<file path="src/hw/rtl/psd_pkg.sv">
package psd_pkg;

	// Default saturation width of the image dimensions.
	localparam int DimBitsDef = 16;

	// Depth of the queue between the parser and the scaler.
	localparam int QDepth = 4;
	localparam int QPtrW = $clog2(QDepth);

	// Accepted magic range, "P1" to "P6".
	localparam logic [15:0] MagicLow = 16'h5031;
	localparam logic [15:0] MagicHigh = 16'h5036;

	// Full level of an 8-bit channel.
	localparam logic [7:0] LevelMax = 8'd255;

	typedef enum logic [2:0] {
		ST_PIXEL,
		ST_MAGIC,
		ST_DIGIT,
		ST_MAXVAL,
		ST_TRUNC
	} psd_status_t;

	typedef enum logic [3:0] {
		PH_MAG1,
		PH_MAG2,
		PH_SKIP,
		PH_HDR,
		PH_WIDTH,
		PH_GAP_H,
		PH_HEIGHT,
		PH_GAP_M,
		PH_MAXV,
		PH_GAP_R,
		PH_RASTER,
		PH_HALT
	} psd_phase_t;

	typedef enum logic [2:0] {
		F_IDLE,
		F_EXEC,
		F_BITS,
		F_FLUSH,
		F_DONE
	} psd_fstate_t;

	typedef enum logic [1:0] {
		B_IDLE,
		B_DIV,
		B_OUT
	} psd_bstate_t;

	// One result on its way to the scaler. Levels are raw samples when scale is set.
	typedef struct packed {
		psd_status_t status;
		logic [15:0] x;
		logic [15:0] y;
		logic [15:0] lvl_r;
		logic [15:0] lvl_g;
		logic [15:0] lvl_b;
		logic        scale;
		logic [15:0] maxl;
		logic        run_end;
	} psd_entry_t;

endpackage

</file>
<file path="src/hw/rtl/pnm_stream_decoder.sv">
// Channel   Handshake            Words
// input     in_valid, in_stall   data_byte, last_byte
// output    out_valid, out_stall status, pixel_x, pixel_y, red, green, blue, run_end
//
// After taking a byte the parser runs its phase machine once, or again when a header
// byte is handed on to the next phase, steps through the bits of a bitmap byte, flushes
// at end of file and closes it, with any wait for queue space, before taking the next.
// A scaled pixel passes through eight divider steps in the scaler; an unscaled word or
// error goes straight to its output state. A four-word queue lets parser and scaler run apart.
// Reset is asynchronous and leaves the decoder waiting for the first magic byte.
// in_stall is high from the accepting edge until the byte is closed, which waits for
// queue space; out_stall holds the output register and, through the queue, the parser.
module pnm_stream_decoder #(
	parameter int DIM_BITS = psd_pkg::DimBitsDef
) (
	input  logic        clk,
	input  logic        arst_n,
	input  logic        in_valid,
	output logic        in_stall,
	input  logic [7:0]  data_byte,
	input  logic        last_byte,
	output logic        out_valid,
	input  logic        out_stall,
	output logic [2:0]  status,
	output logic [15:0] pixel_x,
	output logic [15:0] pixel_y,
	output logic [7:0]  red,
	output logic [7:0]  green,
	output logic [7:0]  blue,
	output logic        run_end
);
	import psd_pkg::*;

	psd_entry_t push_ent;
	psd_entry_t pop_ent;
	logic       push;
	logic       pop;
	logic       q_full;
	logic       q_empty;

	// Parser front end.
	psd_front #(
		.DIM_BITS(DIM_BITS)
	) u_front (
		.clk      (clk),
		.arst_n   (arst_n),
		.in_valid (in_valid),
		.in_stall (in_stall),
		.data_byte(data_byte),
		.last_byte(last_byte),
		.push     (push),
		.push_ent (push_ent),
		.q_full   (q_full)
	);

	// Word queue.
	psd_queue u_queue (
		.clk     (clk),
		.arst_n  (arst_n),
		.push    (push),
		.push_ent(push_ent),
		.full    (q_full),
		.pop     (pop),
		.pop_ent (pop_ent),
		.empty   (q_empty)
	);

	// Scaler back end.
	psd_back u_back (
		.clk      (clk),
		.arst_n   (arst_n),
		.q_empty  (q_empty),
		.q_ent    (pop_ent),
		.pop      (pop),
		.out_valid(out_valid),
		.out_stall(out_stall),
		.status   (status),
		.pixel_x  (pixel_x),
		.pixel_y  (pixel_y),
		.red      (red),
		.green    (green),
		.blue     (blue),
		.run_end  (run_end)
	);

endmodule

</file>
<file path="src/hw/rtl/psd_queue.sv">
module psd_queue (
	input  logic                clk,
	input  logic                arst_n,
	input  logic                push,
	input  psd_pkg::psd_entry_t push_ent,
	output logic                full,
	input  logic                pop,
	output psd_pkg::psd_entry_t pop_ent,
	output logic                empty
);
	import psd_pkg::*;

	psd_entry_t       mem_q [QDepth];
	logic [QPtrW-1:0] wr_q;
	logic [QPtrW-1:0] rd_q;
	logic [QPtrW:0]   cnt_q;

	assign full = (cnt_q == (QPtrW+1)'(QDepth));
	assign empty = (cnt_q == '0);
	assign pop_ent = mem_q[rd_q];

	// Entry storage.
	always_ff @(posedge clk) begin
		if (push) begin
			mem_q[wr_q] <= push_ent;
		end
	end

	// Pointers and fill count.
	always_ff @(posedge clk or negedge arst_n) begin
		if (!arst_n) begin
			wr_q <= '0;
			rd_q <= '0;
			cnt_q <= '0;
		end else begin
			if (push) begin
				wr_q <= wr_q + 1'b1;
			end
			if (pop) begin
				rd_q <= rd_q + 1'b1;
			end
			if (push && !pop) begin
				cnt_q <= cnt_q + 1'b1;
			end else if (pop && !push) begin
				cnt_q <= cnt_q - 1'b1;
			end
		end
	end

endmodule

</file>
<file path="src/hw/rtl/psd_front.sv">
module psd_front #(
	parameter int DIM_BITS = psd_pkg::DimBitsDef
) (
	input  logic                clk,
	input  logic                arst_n,
	input  logic                in_valid,
	output logic                in_stall,
	input  logic [7:0]          data_byte,
	input  logic                last_byte,
	output logic                push,
	output psd_pkg::psd_entry_t push_ent,
	input  logic                q_full
);
	import psd_pkg::*;

	localparam logic [DIM_BITS-1:0] DimMax = '1;

	psd_fstate_t         fst_q, fst_d;
	psd_phase_t          phase_q, phase_d;
	logic [2:0]          fmt_q, fmt_d;
	logic [DIM_BITS-1:0] img_w_q, img_w_d;
	logic [DIM_BITS-1:0] img_h_q, img_h_d;
	logic [15:0]         maxl_q, maxl_d;
	logic [15:0]         acc_q, acc_d;
	logic [15:0]         col_q, col_d;
	logic [15:0]         row_q, row_d;
	logic [1:0]          chan_q, chan_d;
	logic [15:0]         rhold_q, rhold_d;
	logic [15:0]         ghold_q, ghold_d;
	logic                in_cmt_q, in_cmt_d;
	logic                dseen_q, dseen_d;
	logic [2:0]          bit_q, bit_d;
	logic [7:0]          byte_q, byte_d;
	logic                last_q, last_d;
	logic                pend_valid_q, pend_valid_d;
	psd_entry_t          pend_q, pend_d;

	logic        new_emit;
	psd_entry_t  new_ent;
	logic        adv;
	logic        start;
	logic        tc_go;
	logic [15:0] tc_val;
	logic        hchk;
	logic [15:0] w16;
	logic [15:0] h16;
	logic [15:0] col_n;
	logic [15:0] row_n;
	logic [7:0]  lvl;

	function automatic logic is_ws(input logic [7:0] b);
		return (b == 8'h20) || (b == 8'h09) || (b == 8'h0D) || (b == 8'h0A);
	endfunction

	function automatic logic is_dig(input logic [7:0] b);
		return (b >= 8'h30) && (b <= 8'h39);
	endfunction

	function automatic logic [15:0] inc_sat(input logic [15:0] v);
		return (v == 16'hFFFF) ? v : v + 16'd1;
	endfunction

	// Decimal accumulate with saturation; times ten is two shifts.
	function automatic logic [15:0] accum(input logic [15:0] v, input logic [7:0] b,
			input logic [15:0] cap);
		logic [19:0] t;
		t = ({4'd0, v} << 3) + ({4'd0, v} << 1) + {16'd0, b[3:0]};
		return (t > {4'd0, cap}) ? cap : t[15:0];
	endfunction

	function automatic psd_entry_t mk_ent(input psd_status_t st, input logic [15:0] x,
			input logic [15:0] y, input logic [15:0] r, input logic [15:0] g,
			input logic [15:0] b, input logic scl, input logic [15:0] m);
		psd_entry_t e;
		e.status = st;
		e.x = x;
		e.y = y;
		e.lvl_r = r;
		e.lvl_g = g;
		e.lvl_b = b;
		e.scale = scl;
		e.maxl = m;
		e.run_end = 1'b0;
		return e;
	endfunction

	assign w16 = 16'(img_w_q);
	assign h16 = 16'(img_h_q);
	assign in_stall = (fst_q != F_IDLE);

	// A new word may only be produced when the held word can move on.
	assign adv = !(new_emit && pend_valid_q && q_full);

	// The held word goes out when replaced, or with run_end when the byte is done.
	always_comb begin
		push_ent = pend_q;
		push_ent.run_end = (fst_q == F_DONE);
		push = pend_valid_q && (((fst_q == F_DONE) && !q_full) || (new_emit && !q_full));
	end

	// Byte parser: next state of every register.
	always_comb begin
		fst_d = fst_q;
		phase_d = phase_q;
		fmt_d = fmt_q;
		img_w_d = img_w_q;
		img_h_d = img_h_q;
		maxl_d = maxl_q;
		acc_d = acc_q;
		col_d = col_q;
		row_d = row_q;
		chan_d = chan_q;
		rhold_d = rhold_q;
		ghold_d = ghold_q;
		in_cmt_d = in_cmt_q;
		dseen_d = dseen_q;
		bit_d = bit_q;
		byte_d = byte_q;
		last_d = last_q;
		pend_valid_d = pend_valid_q;
		new_emit = 1'b0;
		new_ent = '0;
		start = 1'b0;
		tc_go = 1'b0;
		tc_val = '0;
		hchk = 1'b0;
		col_n = col_q;
		row_n = row_q;
		lvl = '0;

		unique case (fst_q)
			F_IDLE: begin
				if (in_valid) begin
					byte_d = data_byte;
					last_d = last_byte;
					fst_d = F_EXEC;
				end
			end
			F_EXEC: begin
				fst_d = last_q ? F_FLUSH : F_DONE;
				unique case (phase_q)
					PH_MAG1: begin
						acc_d = {8'd0, byte_q};
						phase_d = PH_MAG2;
					end
					PH_MAG2: begin
						acc_d = '0;
						if ({acc_q[7:0], byte_q} >= MagicLow &&
								{acc_q[7:0], byte_q} <= MagicHigh) begin
							fmt_d = byte_q[2:0];
							phase_d = PH_SKIP;
						end else begin
							new_emit = 1'b1;
							new_ent = mk_ent(ST_MAGIC, '0, '0, '0, '0, '0, 1'b0, '0);
							phase_d = PH_HALT;
						end
					end
					PH_SKIP: begin
						phase_d = PH_HDR;
					end
					PH_HDR: begin
						if (in_cmt_q) begin
							if (byte_q == 8'h0A) begin
								in_cmt_d = 1'b0;
							end
						end else if (byte_q == 8'h23) begin
							in_cmt_d = 1'b1;
						end else begin
							phase_d = PH_WIDTH;
							fst_d = F_EXEC;
						end
					end
					PH_WIDTH: begin
						if (is_dig(byte_q)) begin
							img_w_d = DIM_BITS'(accum(w16, byte_q, 16'(DimMax)));
						end else if (is_ws(byte_q)) begin
							phase_d = PH_GAP_H;
						end else begin
							new_emit = 1'b1;
							new_ent = mk_ent(ST_DIGIT, '0, '0, '0, '0, '0, 1'b0, '0);
							phase_d = PH_HALT;
						end
					end
					PH_GAP_H: begin
						if (!is_ws(byte_q)) begin
							phase_d = PH_HEIGHT;
							fst_d = F_EXEC;
						end
					end
					PH_HEIGHT: begin
						if (is_dig(byte_q)) begin
							img_h_d = DIM_BITS'(accum(h16, byte_q, 16'(DimMax)));
						end else if (is_ws(byte_q)) begin
							if (fmt_q == 3'd1) begin
								phase_d = PH_GAP_R;
							end else if (fmt_q == 3'd4) begin
								start = 1'b1;
							end else begin
								phase_d = PH_GAP_M;
							end
						end else begin
							new_emit = 1'b1;
							new_ent = mk_ent(ST_DIGIT, '0, '0, '0, '0, '0, 1'b0, '0);
							phase_d = PH_HALT;
						end
					end
					PH_GAP_M: begin
						if (!is_ws(byte_q)) begin
							phase_d = PH_MAXV;
							fst_d = F_EXEC;
						end
					end
					PH_MAXV: begin
						if (is_dig(byte_q)) begin
							maxl_d = accum(maxl_q, byte_q, 16'hFFFF);
						end else if (is_ws(byte_q)) begin
							if (fmt_q == 3'd2 || fmt_q == 3'd3) begin
								phase_d = PH_GAP_R;
							end else if (maxl_q == '0 || maxl_q > 16'(LevelMax)) begin
								new_emit = 1'b1;
								new_ent = mk_ent(ST_MAXVAL, '0, '0, '0, '0, '0, 1'b0, '0);
								phase_d = PH_HALT;
							end else begin
								start = 1'b1;
							end
						end else begin
							new_emit = 1'b1;
							new_ent = mk_ent(ST_DIGIT, '0, '0, '0, '0, '0, 1'b0, '0);
							phase_d = PH_HALT;
						end
					end
					PH_GAP_R: begin
						if (!is_ws(byte_q)) begin
							start = 1'b1;
							fst_d = F_EXEC;
						end
					end
					PH_RASTER: begin
						unique case (fmt_q)
							3'd1: begin
								if (byte_q == 8'h0A) begin
									row_d = inc_sat(row_q);
									col_d = '0;
								end else if (is_dig(byte_q)) begin
									lvl = (byte_q == 8'h30) ? 8'd0 : LevelMax;
									new_emit = (col_q < w16) && (row_q < h16);
									new_ent = mk_ent(ST_PIXEL, col_q, row_q, 16'(lvl),
										16'(lvl), 16'(lvl), 1'b0, maxl_q);
									col_d = inc_sat(col_q);
								end
							end
							3'd2, 3'd3: begin
								if (is_dig(byte_q)) begin
									acc_d = accum(acc_q, byte_q, 16'hFFFF);
									dseen_d = 1'b1;
								end else if (is_ws(byte_q)) begin
									if (dseen_q) begin
										acc_d = '0;
										dseen_d = 1'b0;
										if (fmt_q == 3'd2) begin
											new_emit = (col_q < w16) && (row_q < h16);
											new_ent = mk_ent(ST_PIXEL, col_q, row_q, acc_q,
												acc_q, acc_q, 1'b1, maxl_q);
											col_d = inc_sat(col_q);
										end else begin
											tc_go = 1'b1;
											tc_val = acc_q;
										end
									end
									if (fmt_q == 3'd2 && byte_q == 8'h0A) begin
										row_d = inc_sat(row_q);
										col_d = '0;
									end
								end
							end
							3'd4: begin
								fst_d = F_BITS;
								bit_d = '0;
							end
							3'd5: begin
								new_emit = (col_q < w16) && (row_q < h16);
								new_ent = mk_ent(ST_PIXEL, col_q, row_q, 16'(byte_q),
									16'(byte_q), 16'(byte_q), 1'b1, maxl_q);
								col_n = inc_sat(col_q);
								if (col_n >= w16) begin
									col_d = '0;
									row_d = inc_sat(row_q);
								end else begin
									col_d = col_n;
								end
								hchk = 1'b1;
							end
							default: begin
								tc_go = 1'b1;
								tc_val = 16'(byte_q);
								hchk = 1'b1;
							end
						endcase
					end
					default: begin
					end
				endcase

				// Colour samples gather in threes before a pixel is formed.
				if (tc_go) begin
					unique case (chan_q)
						2'd0: begin
							rhold_d = tc_val;
							chan_d = 2'd1;
						end
						2'd1: begin
							ghold_d = tc_val;
							chan_d = 2'd2;
						end
						default: begin
							new_emit = (col_q < w16) && (row_q < h16);
							new_ent = mk_ent(ST_PIXEL, col_q, row_q, rhold_q, ghold_q,
								tc_val, 1'b1, maxl_q);
							chan_d = 2'd0;
							col_n = inc_sat(col_q);
							if (col_n >= w16) begin
								col_d = '0;
								row_d = inc_sat(row_q);
							end else begin
								col_d = col_n;
							end
						end
					endcase
				end

				// A binary raster stops once every row is filled.
				if (hchk && row_d >= h16) begin
					phase_d = PH_HALT;
				end

				// Raster start clears the position and sample state; a binary raster with a zero dimension halts.
				if (start) begin
					col_d = '0;
					row_d = '0;
					chan_d = '0;
					acc_d = '0;
					dseen_d = 1'b0;
					if (fmt_q >= 3'd4 && (img_w_q == '0 || img_h_q == '0)) begin
						phase_d = PH_HALT;
					end else begin
						phase_d = PH_RASTER;
					end
				end
			end
			F_BITS: begin
				// One bitmap bit per cycle unless a held word waits for queue space, most significant first.
				if (col_q < w16) begin
					lvl = byte_q[3'd7 - bit_q] ? LevelMax : 8'd0;
					new_emit = (row_q < h16);
					new_ent = mk_ent(ST_PIXEL, col_q, row_q, 16'(lvl), 16'(lvl),
						16'(lvl), 1'b0, maxl_q);
					col_n = col_q + 16'd1;
				end
				col_d = col_n;
				if (bit_q == 3'd7) begin
					if (col_n >= w16) begin
						col_d = '0;
						row_n = inc_sat(row_q);
					end
					row_d = row_n;
					if (row_n >= h16) begin
						phase_d = PH_HALT;
					end
					fst_d = last_q ? F_FLUSH : F_DONE;
				end else begin
					bit_d = bit_q + 3'd1;
				end
			end
			F_FLUSH: begin
				// End of file: flush a pending sample, flag a short binary raster, then clear.
				if (phase_q == PH_RASTER && (fmt_q == 3'd2 || fmt_q == 3'd3) && dseen_q) begin
					if (fmt_q == 3'd2) begin
						new_emit = (col_q < w16) && (row_q < h16);
						new_ent = mk_ent(ST_PIXEL, col_q, row_q, acc_q, acc_q, acc_q,
							1'b1, maxl_q);
					end else if (chan_q == 2'd2) begin
						new_emit = (col_q < w16) && (row_q < h16);
						new_ent = mk_ent(ST_PIXEL, col_q, row_q, rhold_q, ghold_q, acc_q,
							1'b1, maxl_q);
					end
				end
				if (phase_q == PH_RASTER && fmt_q >= 3'd4) begin
					new_emit = 1'b1;
					new_ent = mk_ent(ST_TRUNC, '0, '0, '0, '0, '0, 1'b0, '0);
				end
				phase_d = PH_MAG1;
				fmt_d = '0;
				img_w_d = '0;
				img_h_d = '0;
				maxl_d = '0;
				acc_d = '0;
				col_d = '0;
				row_d = '0;
				chan_d = '0;
				rhold_d = '0;
				ghold_d = '0;
				in_cmt_d = 1'b0;
				dseen_d = 1'b0;
				fst_d = F_DONE;
			end
			F_DONE: begin
				if (!pend_valid_q) begin
					fst_d = F_IDLE;
				end else if (!q_full) begin
					pend_valid_d = 1'b0;
					fst_d = F_IDLE;
				end
			end
			default: begin
				fst_d = F_IDLE;
			end
		endcase

		if (new_emit) begin
			pend_valid_d = 1'b1;
		end
	end

	assign pend_d = new_emit ? new_ent : pend_q;

	// Held word payload.
	always_ff @(posedge clk) begin
		if (adv) begin
			pend_q <= pend_d;
			byte_q <= byte_d;
			last_q <= last_d;
		end
	end

	// Parser state; nothing moves while a word waits for queue space.
	always_ff @(posedge clk or negedge arst_n) begin
		if (!arst_n) begin
			fst_q <= F_IDLE;
			phase_q <= PH_MAG1;
			fmt_q <= '0;
			img_w_q <= '0;
			img_h_q <= '0;
			maxl_q <= '0;
			acc_q <= '0;
			col_q <= '0;
			row_q <= '0;
			chan_q <= '0;
			rhold_q <= '0;
			ghold_q <= '0;
			in_cmt_q <= 1'b0;
			dseen_q <= 1'b0;
			bit_q <= '0;
			pend_valid_q <= 1'b0;
		end else if (adv) begin
			fst_q <= fst_d;
			phase_q <= phase_d;
			fmt_q <= fmt_d;
			img_w_q <= img_w_d;
			img_h_q <= img_h_d;
			maxl_q <= maxl_d;
			acc_q <= acc_d;
			col_q <= col_d;
			row_q <= row_d;
			chan_q <= chan_d;
			rhold_q <= rhold_d;
			ghold_q <= ghold_d;
			in_cmt_q <= in_cmt_d;
			dseen_q <= dseen_d;
			bit_q <= bit_d;
			pend_valid_q <= pend_valid_d;
		end
	end

endmodule

</file>
<file path="src/hw/rtl/psd_back.sv">
module psd_back (
	input  logic                clk,
	input  logic                arst_n,
	input  logic                q_empty,
	input  psd_pkg::psd_entry_t q_ent,
	output logic                pop,
	output logic                out_valid,
	input  logic                out_stall,
	output logic [2:0]          status,
	output logic [15:0]         pixel_x,
	output logic [15:0]         pixel_y,
	output logic [7:0]          red,
	output logic [7:0]          green,
	output logic [7:0]          blue,
	output logic                run_end
);
	import psd_pkg::*;

	psd_bstate_t bst_q, bst_d;
	psd_entry_t  ent_q;
	logic [25:0] rem_q [3];
	logic [7:0]  quo_q [3];
	logic [2:0]  step_q;
	logic        out_valid_q;
	logic [2:0]  status_q;
	logic [15:0] pixel_x_q;
	logic [15:0] pixel_y_q;
	logic [7:0]  red_q;
	logic [7:0]  green_q;
	logic [7:0]  blue_q;
	logic        run_end_q;
	logic [15:0] raw [3];
	logic [15:0] in_raw [3];
	logic [25:0] trial;
	logic        ld;

	// Level out is round(v*255/m), full for nonzero v >= m; unscaled keeps v[7:0].
	function automatic logic [7:0] fin(input logic [15:0] v, input logic [15:0] m,
			input logic [7:0] q, input logic scl);
		logic [7:0] r;
		if (!scl) begin
			r = v[7:0];
		end else if (m == '0) begin
			r = (v != '0) ? LevelMax : 8'd0;
		end else if (v >= m) begin
			r = LevelMax;
		end else begin
			r = q;
		end
		return r;
	endfunction

	assign raw[0] = ent_q.lvl_r;
	assign raw[1] = ent_q.lvl_g;
	assign raw[2] = ent_q.lvl_b;
	assign in_raw[0] = q_ent.lvl_r;
	assign in_raw[1] = q_ent.lvl_g;
	assign in_raw[2] = q_ent.lvl_b;

	assign pop = (bst_q == B_IDLE) && !q_empty;
	assign ld = (bst_q == B_OUT) && (!out_valid_q || !out_stall);
	assign trial = 26'({ent_q.maxl, 1'b0}) << step_q;

	// Sequencer: take a word, divide if it needs scaling, hand it to the output.
	always_comb begin
		bst_d = bst_q;
		unique case (bst_q)
			B_IDLE: begin
				if (!q_empty) begin
					bst_d = q_ent.scale ? B_DIV : B_OUT;
				end
			end
			B_DIV: begin
				if (step_q == '0) begin
					bst_d = B_OUT;
				end
			end
			B_OUT: begin
				if (ld) begin
					bst_d = B_IDLE;
				end
			end
			default: begin
				bst_d = B_IDLE;
			end
		endcase
	end

	always_ff @(posedge clk or negedge arst_n) begin
		if (!arst_n) begin
			bst_q <= B_IDLE;
			out_valid_q <= 1'b0;
		end else begin
			bst_q <= bst_d;
			if (ld) begin
				out_valid_q <= 1'b1;
			end else if (!out_stall) begin
				out_valid_q <= 1'b0;
			end
		end
	end

	// Three restoring dividers, one quotient bit per cycle, numerator 510v+m over 2m.
	always_ff @(posedge clk) begin
		if (pop) begin
			ent_q <= q_ent;
			step_q <= 3'd7;
			for (int l = 0; l < 3; l++) begin
				rem_q[l] <= (26'(in_raw[l]) << 9) - (26'(in_raw[l]) << 1) + 26'(q_ent.maxl);
				quo_q[l] <= '0;
			end
		end else if (bst_q == B_DIV) begin
			step_q <= step_q - 3'd1;
			for (int l = 0; l < 3; l++) begin
				if (rem_q[l] >= trial) begin
					rem_q[l] <= rem_q[l] - trial;
					quo_q[l][step_q] <= 1'b1;
				end
			end
		end
	end

	// Output register.
	always_ff @(posedge clk) begin
		if (ld) begin
			status_q <= ent_q.status;
			pixel_x_q <= ent_q.x;
			pixel_y_q <= ent_q.y;
			red_q <= fin(raw[0], ent_q.maxl, quo_q[0], ent_q.scale);
			green_q <= fin(raw[1], ent_q.maxl, quo_q[1], ent_q.scale);
			blue_q <= fin(raw[2], ent_q.maxl, quo_q[2], ent_q.scale);
			run_end_q <= ent_q.run_end;
		end
	end

	assign out_valid = out_valid_q;
	assign status = status_q;
	assign pixel_x = pixel_x_q;
	assign pixel_y = pixel_y_q;
	assign red = red_q;
	assign green = green_q;
	assign blue = blue_q;
	assign run_end = run_end_q;

endmodule
</file>
<file path="config.mk">
export PLATFORM = sky130hd
export DESIGN_NAME = pnm_stream_decoder
export DESIGN_NICKNAME = d
export VERILOG_FILES = /design/src/hw/rtl/psd_pkg.sv /design/src/hw/rtl/pnm_stream_decoder.sv /design/src/hw/rtl/psd_queue.sv /design/src/hw/rtl/psd_front.sv /design/src/hw/rtl/psd_back.sv
export SDC_FILE = /design/constraint.sdc
export NUM_CORES = 2
export LEC_CHECK = 0
export ABC_CLOCK_PERIOD_IN_PS = 11500
export BUFFER_PORTS_ARGS = -buffer_cell sky130_fd_sc_hd__clkbuf_2
export CAP_MARGIN = 25
export CORE_AREA = 2 2 370 372
export DETAILED_ROUTE_END_ITERATION = 8
export DIE_AREA = 0 0 372 374
export SLEW_MARGIN = 40
export SYNTH_ARGS = -nofsm -noshare
export SYNTH_HDL_FRONTEND = slang
export SYNTH_SLANG_ARGS = --single-unit
</file>
<file path="constraint.sdc">
create_clock -name clk -period 11.5 [get_ports clk]
set_input_delay 0.575 -clock clk [delete_from_list [all_inputs] [get_ports clk]]
set_output_delay 0.575 -clock clk [all_outputs]
set_load 0.01 [all_outputs]
</file>
==> flow_summary_export.csv <==
group,metric,value,unit
clocking,post_cts_buffers,0,
sta,worstMarginPinSlew,895.2,ps
finish,layout_common_cells,"edfxtp_1, ha_1, nand2_1, o21ai_0, nor2_1",
logic_synthesis,synth.area.top_cells,"edfxtp_1, ha_1, dfrtp_1",
outcome,status,"completed",
floorplan,fp.dieW,372,um
sta,finalSetupViolations,0,
run,cap_violations,0,
clocking,ctsLongestPathBuffers,3,
setup_path,max_stage_delay,660,ps
finish,seq_area,27210,um2
logic_synthesis,synth_edf_count,774,
clocking,cts.sinks,933,
setup_path,rr_startpoint,"u_front.img_w_q[5]$_DFFE_PN0P_",
sta,relSlewSlack,40.20,%
sta,maxSlewViolCount,0,
detailed_routing,route.vias.total,37220,
hold_path,hold_path_class,"in -> reg",
sta,hold_violations,0,
sta,fin_crit,7890,ps
logic_synthesis,synth-seq-area-share,50.56,%
detailed_routing,drt_iter0_drc,3414,
global_route,grt_first_pass_wirelength,223500,um
finish,synthToLayoutAreaGrowth,10.76,%
finish,fillers,12270,
global_route,antenna_found_initial,2,
setup_path,critPathKind,"reg -> reg",
floorplan,io_pins,75,
placement,dpl.hpwl,107000,um
clocking,clock_latency,720,ps
global_route,grt_usage,20.90,%
setup_path,crit_start,"u_front.img_w_q[5]$_DFFE_PN0P_",
setup_path,worstSetupStartpointType,"flop",
global_route,first_global_vias,36040,
logic_synthesis,syn_area_per_cell,11.61,um2
floorplan,core_area,135000,um2
logic_synthesis,synth_top_area_share,43.20,%
floorplan,die_h,374,um
placement,port_buffers,74,
setup_path,path_delay_family,"compound AO/OA/AOI/OAI gates",
finish,drive_gt1_share,10.38,%
detailed_routing,wl,146900,um
clocking,root_buffer,"clkbuf_16",
logic_synthesis,syn_inst,4634,
setup_path,worst-path-buf-inv,4,
logic_synthesis,syn_nets,5126,
logic_synthesis,async_flop_share,16.72,%
detailed_routing,avgViaCountPerCell,5.693,
finish,diodes,0,
sta,fin_setup_tns,0,ps
clocking,post_cts_resized,0,
sta,fin_skew,62.94,ps
floorplan,die_area,139100,um2
clocking,cts_tree,"yes",
global_route,grt_start_max_net_pins,102,
detailed_routing,dr.pass1.iters,6,
setup_path,cpMostUsedCell,"a21o_1",
setup_path,critical_path_cell_count,31,
setup_path,worstPathArrival,8470,ps
setup_path,crit_slowest_cell,"and2_1",
finish,multi_input_area,25150,um2
clocking,ctsHtreeMaxLevel,3,
logic_synthesis,syn_area,53810,um2
setup_path,critPathMaxFanout,20,
detailed_routing,antenna_violating_nets_post_route,0,
clocking,cts_buffers,100,
floorplan,initial_core_util,39.87,%
placement,place.gp.congestion,0.9195,
finish,fin_nets,5166,
setup_path,crit_path_end,"u_front.phase_q[0]$_DFFE_PN0P_",
clocking,clk_pin_slew_worst_paths,50,ps
logic_synthesis,ys_warn_count,0,
detailed_routing,wl_per_cell,22.47,um
floorplan,rows,135,
setup_path,required,12080,ps
setup_path,endpoint_kind,"flop",
logic_synthesis,synth-seq-cells,933,
finish,final_common_cell,"edfxtp_1",
logic_synthesis,synth_ff_type,"edfxtp_1",
detailed_routing,route.detailed.drc,0,
setup_path,rrSetupSlack,3610,ps
setup_path,reg2reg_depth,31,
sta,rsz0062_at_grt,"no",
global_route,gr-total-overflow,0,
sta,fin_crit_sh,68.61,%
setup_path,regToRegEndpoint,"u_front.phase_q[0]$_DFFE_PN0P_",
logic_synthesis,ys_types,89,
logic_synthesis,yosysTopAreaCell,"edfxtp_1",
sta,fmaxAchievable,0.1267,GHz
cell type report:
type                       instances  area share [%]
clock inverter                    54          0.8629
multi-input combinational       3260           42.21
sequential                       933           45.66
tap                             1781           3.739
inverter                         251           1.585
clock buffer                     131           4.514
timing repair buffer             128           1.430
flip-flops by register name, indices dropped and copies added (netlist names), 16 cells and up:
| name | flops |
|---|---|
| u_back.pixel_x | 16 |
| u_front.ghold_q | 16 |
| u_front.row_q | 16 |
| u_front.rhold_q | 16 |
| u_back.quo_q | 24 |
| u_back.ent_q | 101 |
| u_front.push_ent | 100 |
| u_back.rem_q | 76 |
| u_queue.mem_q | 404 |
| u_back.pixel_y | 16 |
| u_front.h16 | 16 |
| u_front.img_w_q | 16 |
| u_front.maxl_q | 16 |
| u_front.acc_q | 16 |
| u_front.col_q | 16 |
per-layer routing:
layer,track usage (%),routed length [um]
met5,0,13
met4,7.844,5586
met3,2.439,7472
met2,32.24,66310
met1,30.13,67540
stage by stage:
step / hold WS (ps) / util (%) / instance area, um2 / std cells / setup slack, ps
floorplan: 279.4 / - / 53810 / 4634 / 3843
global placement: 401.6 / 41.63 / 56180 / 6349 / 3778
detailed placement: 404.5 / 41.74 / 56340 / 6351 / 3706
CTS: 30.49 / 44.13 / 59550 / 6537 / 3683
global route: 53.62 / 44.16 / 59600 / 6538 / 3172
finish: 84.48 / 44.16 / 59600 / 6538 / 3610
worst min path at each step:
stage                                   end  cells past startpoint                        from  slack (ps)
6_report        u_front.byte_q[0]$_DFFE_PP_                      1                data_byte[0]          80
5_1_grt         u_front.byte_q[3]$_DFFE_PP_                      1                data_byte[3]          50
4_1_cts         u_front.byte_q[0]$_DFFE_PP_                      1                data_byte[0]          30
3_5_place_dp    u_back.pixel_y[2]$_DFFE_PP_                      0  u_back.ent_q[68]$_DFFE_PP_         400
3_3_place_gp   u_back.pixel_y[10]$_DFFE_PP_                      0  u_back.ent_q[76]$_DFFE_PP_         400
2_1_floorplan   u_back.bst_q[0]$_DFFE_PN0P_                      0                      arst_n         280
cells in the mapped netlist (14+ instances only):
cell type and number:
nand2_1 374, o21bai_1 17, edfxtp_1 774, a221o_1 26, o21ai_0 286, o21a_1 44, mux4_2 110, nor2b_1 88
nand3_1 97, mux2i_1 42, fa_1 33, mux2_2 27, or3_1 41, o31ai_1 30, nand4_1 32, xnor2_1 146
clkbuf_1 144, dfrtp_1 156, o211ai_1 16, a22o_1 14, xor2_1 67, a21oi_1 269, a31oi_1 24, and3_1 34
nor2_1 276, ha_1 446, o22ai_1 37, inv_1 248, a211o_1 17, buf_1 32, a211oi_1 44, a21o_1 129
nor3_1 92, or2_2 21, nand2b_1 66, a22oi_1 59, and2_1 19, nor4_1 34
cell families after synthesis:
group	Yosys count	synth area share, %
simple gates	1236	11.17
compound gates	1147	13.98
flops	933	50.56
fa+ha+maj	479	11.60
buf+inv	441	3.144
xor+xnor	213	3.467
mux	185	6.076
timing repair:
action	in CTS	in global routing
endpoints found under the setup margin	0	0
hold endpoints to repair	34	0
hold buffers	1	0
Power is not shown: default switching activity piles up to over one toggle a cycle in this logic, so the estimate is an artifact.
